<file path="src/rtl/id3t_pkg.sv">
// Shared types and constants for the ID3 text frame to UTF-8 transcoder.
package id3t_pkg;

    // Default zero-run count limit; the run counter is 16 bits wide.
    localparam int unsigned ZERO_COUNT_MAX_DEF = 65535;
    localparam int unsigned ZERO_CNT_W         = 16;

    // Encoding byte values at the head of a frame.
    localparam logic [7:0] ENC_BYTE_LATIN1  = 8'h00;
    localparam logic [7:0] ENC_BYTE_UTF16   = 8'h01;
    localparam logic [7:0] ENC_BYTE_UTF16BE = 8'h02;
    localparam logic [7:0] ENC_BYTE_UTF8    = 8'h03;

    // Byte-order marks as read high byte first.
    localparam logic [15:0] BOM_LE = 16'hFFFE;
    localparam logic [15:0] BOM_BE = 16'hFEFF;

    // UTF-8 range limits.
    localparam logic [15:0] UTF8_LIM1 = 16'h0080;
    localparam logic [15:0] UTF8_LIM2 = 16'h0800;

    typedef enum logic [1:0] {
        ENC_PASS     = 2'd0,
        ENC_UTF16    = 2'd1,
        ENC_UTF16_BE = 2'd2
    } t_enc;

    // Result group produced by one input byte: up to three output bytes.
    typedef struct packed {
        logic [1:0]            cnt;
        logic [2:0][7:0]       bytes;
        logic [ZERO_CNT_W-1:0] zeros;
    } t_group;

endpackage

</file>
<file path="src/rtl/id3t_decode.sv">
// Per-byte frame decoder: encoding state, zero-run count and UTF-16 to UTF-8 mapping.
module id3t_decode #(
    parameter int unsigned ZERO_COUNT_MAX = id3t_pkg::ZERO_COUNT_MAX_DEF
) (
    input  logic             i_clk,
    input  logic             i_rst_n,
    input  logic             i_step,
    input  logic [7:0]       i_data,
    input  logic             i_fe,
    output id3t_pkg::t_group o_grp
);
    import id3t_pkg::*;

    localparam logic [ZERO_CNT_W-1:0] ZERO_CAP =
        (ZERO_COUNT_MAX < 65535) ? ZERO_CNT_W'(ZERO_COUNT_MAX) : {ZERO_CNT_W{1'b1}};

    logic                  r_expect, n_expect;
    t_enc                  r_kind, n_kind;
    logic                  r_invalid, n_invalid;
    logic                  r_big, n_big;
    logic                  r_first, n_first;
    logic                  r_half, n_half;
    logic [7:0]            r_held, n_held;
    logic                  r_stop, n_stop;
    logic [ZERO_CNT_W-1:0] r_zeros, n_zeros;

    logic [15:0] mark;
    logic [15:0] cp;
    logic        skip;

    always_comb begin
        n_expect  = r_expect;
        n_kind    = r_kind;
        n_invalid = r_invalid;
        n_big     = r_big;
        n_first   = r_first;
        n_half    = r_half;
        n_held    = r_held;
        n_stop    = r_stop;
        n_zeros   = r_zeros;
        o_grp     = '0;
        mark      = {r_held, i_data};
        cp        = r_big ? {r_held, i_data} : {i_data, r_held};
        skip      = 1'b0;

        if (r_expect) begin
            n_expect  = 1'b0;
            n_first   = 1'b1;
            n_half    = 1'b0;
            n_stop    = 1'b0;
            n_zeros   = '0;
            n_invalid = 1'b0;
            n_big     = 1'b0;
            n_kind    = ENC_PASS;
            case (i_data)
                ENC_BYTE_LATIN1, ENC_BYTE_UTF8: n_kind = ENC_PASS;
                ENC_BYTE_UTF16:                 n_kind = ENC_UTF16;
                ENC_BYTE_UTF16BE: begin
                    n_kind = ENC_UTF16_BE;
                    n_big  = 1'b1;
                end
                default:                        n_invalid = 1'b1;
            endcase
        end else if (r_invalid || r_stop) begin
            // rest of frame ignored
        end else if (r_kind == ENC_PASS) begin
            if (i_data == 8'd0) begin
                if (r_zeros < ZERO_CAP) n_zeros = r_zeros + 1'b1;
            end else begin
                o_grp.cnt      = 2'd1;
                o_grp.bytes[0] = i_data;
                o_grp.zeros    = r_zeros;
                n_zeros        = '0;
            end
        end else if (!r_half) begin
            n_held = i_data;
            n_half = 1'b1;
        end else begin
            n_half = 1'b0;
            if (r_first) begin
                n_first = 1'b0;
                if (r_kind == ENC_UTF16) begin
                    if (mark == BOM_LE) begin
                        n_big = 1'b0;
                        skip  = 1'b1;
                    end else if (mark == BOM_BE) begin
                        n_big = 1'b1;
                        skip  = 1'b1;
                    end
                end
            end
            if (!skip) begin
                if (cp == 16'd0) begin
                    n_stop = 1'b1;
                end else if (cp < UTF8_LIM1) begin
                    o_grp.cnt      = 2'd1;
                    o_grp.bytes[0] = cp[7:0];
                end else if (cp < UTF8_LIM2) begin
                    o_grp.cnt      = 2'd2;
                    o_grp.bytes[0] = {3'b110, cp[10:6]};
                    o_grp.bytes[1] = {2'b10, cp[5:0]};
                end else begin
                    o_grp.cnt      = 2'd3;
                    o_grp.bytes[0] = {4'b1110, cp[15:12]};
                    o_grp.bytes[1] = {2'b10, cp[11:6]};
                    o_grp.bytes[2] = {2'b10, cp[5:0]};
                end
            end
        end

        if (i_fe) begin
            n_expect  = 1'b1;
            n_kind    = ENC_PASS;
            n_invalid = 1'b0;
            n_big     = 1'b0;
            n_first   = 1'b1;
            n_half    = 1'b0;
            n_held    = '0;
            n_stop    = 1'b0;
            n_zeros   = '0;
        end
    end

    always_ff @(posedge i_clk) begin
        if (!i_rst_n) begin
            r_expect  <= 1'b1;
            r_kind    <= ENC_PASS;
            r_invalid <= 1'b0;
            r_big     <= 1'b0;
            r_first   <= 1'b1;
            r_half    <= 1'b0;
            r_held    <= '0;
            r_stop    <= 1'b0;
            r_zeros   <= '0;
        end else if (i_step) begin
            r_expect  <= n_expect;
            r_kind    <= n_kind;
            r_invalid <= n_invalid;
            r_big     <= n_big;
            r_first   <= n_first;
            r_half    <= n_half;
            r_held    <= n_held;
            r_stop    <= n_stop;
            r_zeros   <= n_zeros;
        end
    end

endmodule

</file>
<file path="src/rtl/id3t_serial.sv">
// Result register: holds one result group and hands its bytes out one per transaction.
module id3t_serial (
    input  logic                                i_clk,
    input  logic                                i_rst_n,
    input  logic                                i_load,
    input  id3t_pkg::t_group                    i_grp,
    output logic                                o_free,
    output logic                                o_valid,
    input  logic                                i_ready,
    output logic [7:0]                          o_text_byte,
    output logic [id3t_pkg::ZERO_CNT_W-1:0]     o_zeros_before,
    output logic                                o_run_last
);
    import id3t_pkg::*;

    logic       r_valid;
    logic [1:0] r_idx;
    t_group     r_grp;
    logic       last;

    assign last           = (r_idx == (r_grp.cnt - 2'd1));
    assign o_valid        = r_valid;
    assign o_run_last     = last;
    assign o_text_byte    = r_grp.bytes[r_idx];
    assign o_zeros_before = r_grp.zeros;
    assign o_free         = !r_valid || (i_ready && last);

    always_ff @(posedge i_clk) begin
        if (!i_rst_n) begin
            r_valid <= 1'b0;
            r_idx   <= '0;
        end else if (i_load && (i_grp.cnt != 2'd0)) begin
            r_valid <= 1'b1;
            r_idx   <= '0;
        end else if (r_valid && i_ready) begin
            if (last) r_valid <= 1'b0;
            else      r_idx   <= r_idx + 2'd1;
        end
    end

    always_ff @(posedge i_clk) begin
        if (i_load && (i_grp.cnt != 2'd0)) r_grp <= i_grp;
    end

endmodule

</file>
<file path="src/rtl/id3_text_frame_to_utf8_core.sv">
// Top level of the ID3 text frame to UTF-8 transcoder.
// Data path: a byte accepted into the input register moves through the decoder into the
//   result register once the result register is free.
// Throughput: one input byte per cycle while each byte yields at most one result and the
//   output is ready; a multi-byte result keeps the result register until fully taken.
// Reset: synchronous active-low; clears the input stage, result register and frame state
//   (awaiting an encoding byte). No clearing pass.
module id3_text_frame_to_utf8_core #(
    parameter int unsigned ZERO_COUNT_MAX = id3t_pkg::ZERO_COUNT_MAX_DEF
) (
    input  logic                            i_clk,
    input  logic                            i_rst_n,
    // input channel
    input  logic                            i_in_valid,
    output logic                            o_in_ready,
    input  logic [7:0]                      i_data_byte,
    input  logic                            i_frame_end,
    // output channel
    output logic                            o_out_valid,
    input  logic                            i_out_ready,
    output logic [7:0]                      o_text_byte,
    output logic [id3t_pkg::ZERO_CNT_W-1:0] o_zeros_before,
    output logic                            o_run_last
);
    import id3t_pkg::*;

    // Input register: one accepted byte waiting for the decoder.
    logic       r_in_valid;
    logic [7:0] r_in_data;
    logic       r_in_fe;

    t_group     grp;
    logic       free;     // result register can take a new group this cycle
    logic       advance;  // input register moves through the decoder

    assign advance    = r_in_valid && free;
    // A new byte is taken whenever the input register is empty or emptying.
    assign o_in_ready = !r_in_valid || advance;

    always_ff @(posedge i_clk) begin
        if (!i_rst_n) begin
            r_in_valid <= 1'b0;
        end else if (o_in_ready) begin
            r_in_valid <= i_in_valid;
        end
    end

    always_ff @(posedge i_clk) begin
        if (i_in_valid && o_in_ready) begin
            r_in_data <= i_data_byte;
            r_in_fe   <= i_frame_end;
        end
    end

    // Decoder: frame state advances once per byte as it leaves the input register.
    id3t_decode #(
        .ZERO_COUNT_MAX(ZERO_COUNT_MAX)
    ) u_decode (
        .i_clk   (i_clk),
        .i_rst_n (i_rst_n),
        .i_step  (advance),
        .i_data  (r_in_data),
        .i_fe    (r_in_fe),
        .o_grp   (grp)
    );

    // Result register and byte serializer; bytes that yield nothing leave no group.
    id3t_serial u_serial (
        .i_clk          (i_clk),
        .i_rst_n        (i_rst_n),
        .i_load         (advance),
        .i_grp          (grp),
        .o_free         (free),
        .o_valid        (o_out_valid),
        .i_ready        (i_out_ready),
        .o_text_byte    (o_text_byte),
        .o_zeros_before (o_zeros_before),
        .o_run_last     (o_run_last)
    );

    // A zero-run count only rides on a single pass-through byte.
    a_zeros_single: assert property (@(posedge i_clk) disable iff (!i_rst_n)
        (o_out_valid && (o_zeros_before != '0)) |-> o_run_last)
        else $error("zero count on a multi-byte result");

    // Leading and middle bytes of a multi-byte sequence have the top bit set.
    a_lead_bit: assert property (@(posedge i_clk) disable iff (!i_rst_n)
        (o_out_valid && !o_run_last) |-> o_text_byte[7])
        else $error("non-final UTF-8 byte without top bit");

    // A group is never cut short: after a non-final byte is taken, another follows.
    a_group_whole: assert property (@(posedge i_clk) disable iff (!i_rst_n)
        (o_out_valid && i_out_ready && !o_run_last) |=> o_out_valid)
        else $error("result group ended early");

    // The input stage stays blocked while its byte waits for the result register.
    a_in_hold: assert property (@(posedge i_clk) disable iff (!i_rst_n)
        (r_in_valid && !free) |-> !o_in_ready)
        else $error("input accepted while stage full");

endmodule
</file>
<file path="config.mk">
export PLATFORM = sky130hd
export DESIGN_NAME = id3_text_frame_to_utf8_core
export DESIGN_NICKNAME = d
export VERILOG_FILES = /design/src/rtl/id3t_pkg.sv /design/src/rtl/id3t_decode.sv /design/src/rtl/id3t_serial.sv /design/src/rtl/id3_text_frame_to_utf8_core.sv
export SDC_FILE = /design/constraint.sdc
export NUM_CORES = 1
export LEC_CHECK = 0
export BUFFER_PORTS_ARGS = -buffer_cell sky130_fd_sc_hd__buf_4
export CAP_MARGIN = 20
export CORE_MARGIN = 4
export CORE_UTILIZATION = 49
export CTS_CLUSTER_SIZE = 12
export DETAILED_ROUTE_END_ITERATION = 8
export GPL_TIMING_DRIVEN = 0
export PLACE_DENSITY = 0.71
export RECOVER_POWER = 25
export SYNTH_ARGS = -nofsm -noshare
export SYNTH_HDL_FRONTEND = slang
export SYNTH_SLANG_ARGS = --single-unit
</file>
<file path="constraint.sdc">
create_clock -name i_clk -period 4.2 [get_ports i_clk]
set_input_delay 0.42 -clock i_clk [delete_from_list [all_inputs] [get_ports i_clk]]
set_output_delay 0.42 -clock i_clk [all_outputs]
set_load 0.01 [all_outputs]
</file>
==> metrics.log <==
INFO  metric post_synth.cell_area_avg = 10.1 um2
INFO  metric remaining_overflow_grt = 0
INFO  metric worstSetupStartpointType = flip-flop
INFO  metric synthesis.yosys.warnings = 0
INFO  metric worstMarginPinSlew = 936 ps
INFO  metric routed.top_layer = met4
INFO  metric m1_wire_length = 5270 um
INFO  metric ff_latch_area = 2190 um2
INFO  metric cts_root_buf = clkbuf_8
INFO  metric worst_reg_to_reg_setup_slack = 980 ps
INFO  metric most_common_cell_after_layout_fill_and_taps_aside = edfxtp_1
INFO  metric layout_min_cycle_time = 3220 ps
INFO  metric clock_sink_count = 85
INFO  metric die_area = 10900 um2
INFO  metric totalWireLength = 10700 um
INFO  metric number_of_diodes = 0
INFO  metric worst_clock_skew = 13.4 ps
INFO  metric synthDistinctLibCells = 67
INFO  metric routabilityCongestion = 0.898
INFO  metric routed_wire_length_per_instance = 17.3 um
INFO  metric synth_edf_count = 49
INFO  metric timing.max_cap.violations = 0
INFO  metric met2_wirelength = 4540 um
INFO  metric critPathMaxFanout = 22
INFO  metric report.final.slew_viol_count = 0
INFO  metric critical_path.max_stage_delay = 850 ps
INFO  metric path_clk_slew = 90 ps
INFO  metric switching_power = 0.395 mW
INFO  metric p_comb_frac = 0.073
INFO  metric synth_top_family_by_area = simple AND/OR/NAND/NOR gates
INFO  metric ctsHtreeMaxLevel = 3
INFO  metric syn_nets = 466
INFO  metric commonest_non_fill_non_tap_cells_in_the_layout = edfxtp_1 (49), nand2_1 (43), dfxtp_1 (36)
INFO  metric crit_chain = clkbuf_1 > nor4_1 > a32oi_2 > or4_4 > nand2_4 > a21oi_4 > buf_16
INFO  metric worst-endpoint-arrival = 3340 ps
INFO  metric synth.ff_latch_count = 85
INFO  metric critical_path.reg2reg.endpoint = u_serial.r_grp[18]$_SDFFCE_PP0P_
INFO  metric cts_tree = built
INFO  metric finalSetupTns = 0 ps
INFO  metric grt_use_total = 0.204
INFO  metric timing.fmax = 311 MHz
INFO  metric die_y = 105 um
INFO  metric io_buffers = 39
INFO  metric peakVddDrop = 0.153 mV
INFO  metric syn-instance-count = 452
INFO  metric starting_density_of_the_core = 0.513
INFO  metric iteration_0_drc_count_of_the_detailed_router = 331
INFO  metric drc_errors = 0
INFO  metric grt_max_degree = 23
INFO  metric crit_start = r_in_data[6]$_DFFE_PP_
INFO  metric final_min_period_over_clock_period = 0.767
INFO  metric netSwitchingFraction = 0.245
INFO  metric detailedRoute.firstPassIterationCount = 5
INFO  metric rows = 34
INFO  metric numCtsBuffers = 9
INFO  metric areaGrowthSynthToFinish = 13.8%
INFO  metric area_of_the_mapped_netlist = 4560 um2
INFO  metric cell_area_reported_after_detailed_placement = 5030 um2
INFO  metric dr_total_vias = 3736
INFO  metric synth_seq_area_share = 0.480
INFO  metric asyncSetResetFlopFracSynth = 0
INFO  metric insertion_delay = 360 ps
INFO  metric post_synth_xor_area_fraction = 0.00548
INFO  metric synth_ff_type = edfxtp_1
INFO  metric internal_power = 1.21 mW
INFO  metric synth_adder_area_share = 0.00274
INFO  metric power.density_cell_area = 310 nW/um2
INFO  metric hold_viol_final = 0
INFO  metric share_clk_of_total_power = 0.367
INFO  metric n_fill_cell = 787
INFO  metric crit_required = 4320 ps
INFO  metric drive_above_1_share = 0.199
INFO  metric met3_routed_wl = 698 um
INFO  metric synth-simple-area-share = 0.228
INFO  metric hold_buffer_count_at_cts = 0
INFO  metric ios = 40
INFO  metric grt_first_pass_wirelength = 18200 um
INFO  metric r2r_cells = 7
INFO  metric criticalPathCategory = reg2reg
INFO  metric critical_path.endpoint = u_serial.r_grp[18]$_SDFFCE_PP0P_
INFO  metric via_count_of_the_first_global_routing_pass = 3464
INFO  metric finish.net_count = 517
INFO  metric setup_repair_after_global_routing_missed_its_margin = no
INFO  metric worst_setup_path_end_kind = flip-flop
INFO  metric cellLeakagePower = 1.82 nW
INFO  metric synth.area.mux_share = 0.0546
INFO  metric setup-violations-final = 0
INFO  metric vias_per_cell = 6.06
INFO  metric layout.cell_area.non_filler = 5190 um2
INFO  metric cts-resized-gates = 0
INFO  metric worstReg2RegStart = r_in_data[6]$_DFFE_PP_
INFO  metric ctsLongestPathBuffers = 2
INFO  metric holdCritPathClass = in2reg
INFO  metric place_hpwl = 7580 um
INFO  metric multiInputGateArea = 2080 um2
INFO  metric antenna_found_initial = 0
INFO  metric route.antenna.remaining_nets = 0
INFO  metric worst_path_max_delay_cell = nor4_1
INFO  metric placeableCoreArea = 8890 um2
INFO  metric post_synthesis_compound_gate_area_fraction = 0.169
INFO  metric post_cts.repair.setup_buffers = 0
INFO  metric outcome = finished clean
INFO  metric power.share.sequential = 0.560
INFO  metric maxSlewHeadroom = 0.370
INFO  metric fp.dieW = 105 um
how the worst min path moves through the flow:
| stage | startpoint | endpoint | slack (ps) | depth (start not counted) |
|---|---|---|---|---|
| after CTS | i_data_byte[7] | r_in_data[7]$_DFFE_PP_ | 220 | 1 |
| after detailed placement | u_decode.r_zeros[0]$_SDFFE_PN0P_ | u_decode.r_zeros[0]$_SDFFE_PN0P_ | 500 | 2 |
| final | i_data_byte[7] | r_in_data[7]$_DFFE_PP_ | 250 | 1 |
| after floorplan | u_decode.r_zeros[14]$_SDFFE_PN0P_ | u_decode.r_zeros[14]$_SDFFE_PN0P_ | 460 | 2 |
| after global placement | u_decode.r_zeros[1]$_SDFFE_PN0P_ | u_decode.r_zeros[1]$_SDFFE_PN0P_ | 480 | 2 |
| after global routing | i_data_byte[6] | r_in_data[6]$_DFFE_PP_ | 240 | 1 |
kinds of logic (layout without fill, tap and decap cells):
kind of cell               after synthesis  after routing
AOI/OAI and AO/OA                      111            111
buffers and inverters                   50            106
and+or+nand+nor                        179            179
muxes                                   24             24
xor gates and xnor gates                 2              2
adders and majority gates                1              1
DFF                                     85             85
synth_stat cells (6+ instances only):
| cell type | count | area, um2 |
|---|---|---|
| nand2b_1 | 8 | 50.1 |
| and2_1 | 19 | 119 |
| o31ai_1 | 13 | 97.6 |
| inv_1 | 7 | 26.3 |
| dfxtp_1 | 36 | 721 |
| nand3_1 | 14 | 70.1 |
| a22o_1 | 8 | 70.1 |
| nand2_1 | 43 | 161 |
| nor2_1 | 24 | 90.1 |
| mux2i_1 | 20 | 200 |
| nor4_1 | 6 | 37.5 |
| and3_1 | 8 | 50.1 |
| nand4_1 | 10 | 62.6 |
| buf_4 | 18 | 135 |
| nor2b_1 | 6 | 37.5 |
| o21ai_0 | 27 | 135 |
| clkbuf_1 | 11 | 41.3 |
| edfxtp_1 | 49 | 1470 |
| buf_2 | 10 | 50.1 |
| a21oi_1 | 19 | 95.1 |
| or4_1 | 13 | 97.6 |
registers in the layout, indices dropped and copies added, names as in the netlist:
register and cells:
r_in_data 8, r_in_fe 1, r_in_valid 1, u_decode.r_big 1, u_serial.o_valid 1, u_serial.o_zeros_before 16, u_decode.r_zeros 16, u_decode.r_expect 1
u_serial.r_idx 2, u_serial.r_grp 24, u_decode.r_held 8, u_decode.r_kind 2, u_decode.r_invalid 1, u_decode.r_stop 1, u_decode.r_first 1, u_decode.r_half 1
layer usage:
metal | global-route usage | vias up
met1 | 0.311 | 1768
met3 | 0.0286 | 13
met5 | 0 | -
met2 | 0.295 | 140
met4 | 0.0722 | 0
li1 | - | 1815
critical path, delay by kind of cell, from the launching register on:
kind	cells	cell delay [ps]
simple gates	3	1650
compound gates	2	480
buf+inv	2	470
flops	1	370
through the flow:
stage / std cells / util / hold WS [ps] / power (mW) / setup slack [ps]
after floorplan: 452 / - / 460 / 0.993 / 415
after global placement: 599 / 0.561 / 480 / 1.04 / -758
after detailed placement: 600 / 0.566 / 499 / 1.04 / 1260
after CTS: 616 / 0.588 / 215 / 1.62 / 1240
after global routing: 616 / 0.584 / 238 / 1.67 / 757
final: 616 / 0.584 / 251 / 1.61 / 980
power groups by stage:
stage | registers, mW | logic (mW) | clock network (mW)
floorplan | 0.917 | 0.0751 | 0
global placement | 0.921 | 0.115 | 0
detailed placement | 0.920 | 0.119 | 0
CTS | 0.901 | 0.119 | 0.603
global route | 0.903 | 0.130 | 0.640
finish | 0.901 | 0.118 | 0.590
area by class of cell:
cell class	instances	area share
inverters	7	0.00506
plain buffers	43	0.0479
clock buffers	10	0.0246
multi-input cells	317	0.401
repair buffers	40	0.0602
flip-flops and latches	85	0.422
clock inverters	6	0.0137
well taps	108	0.0260
(Power assumes the default switching activity.)
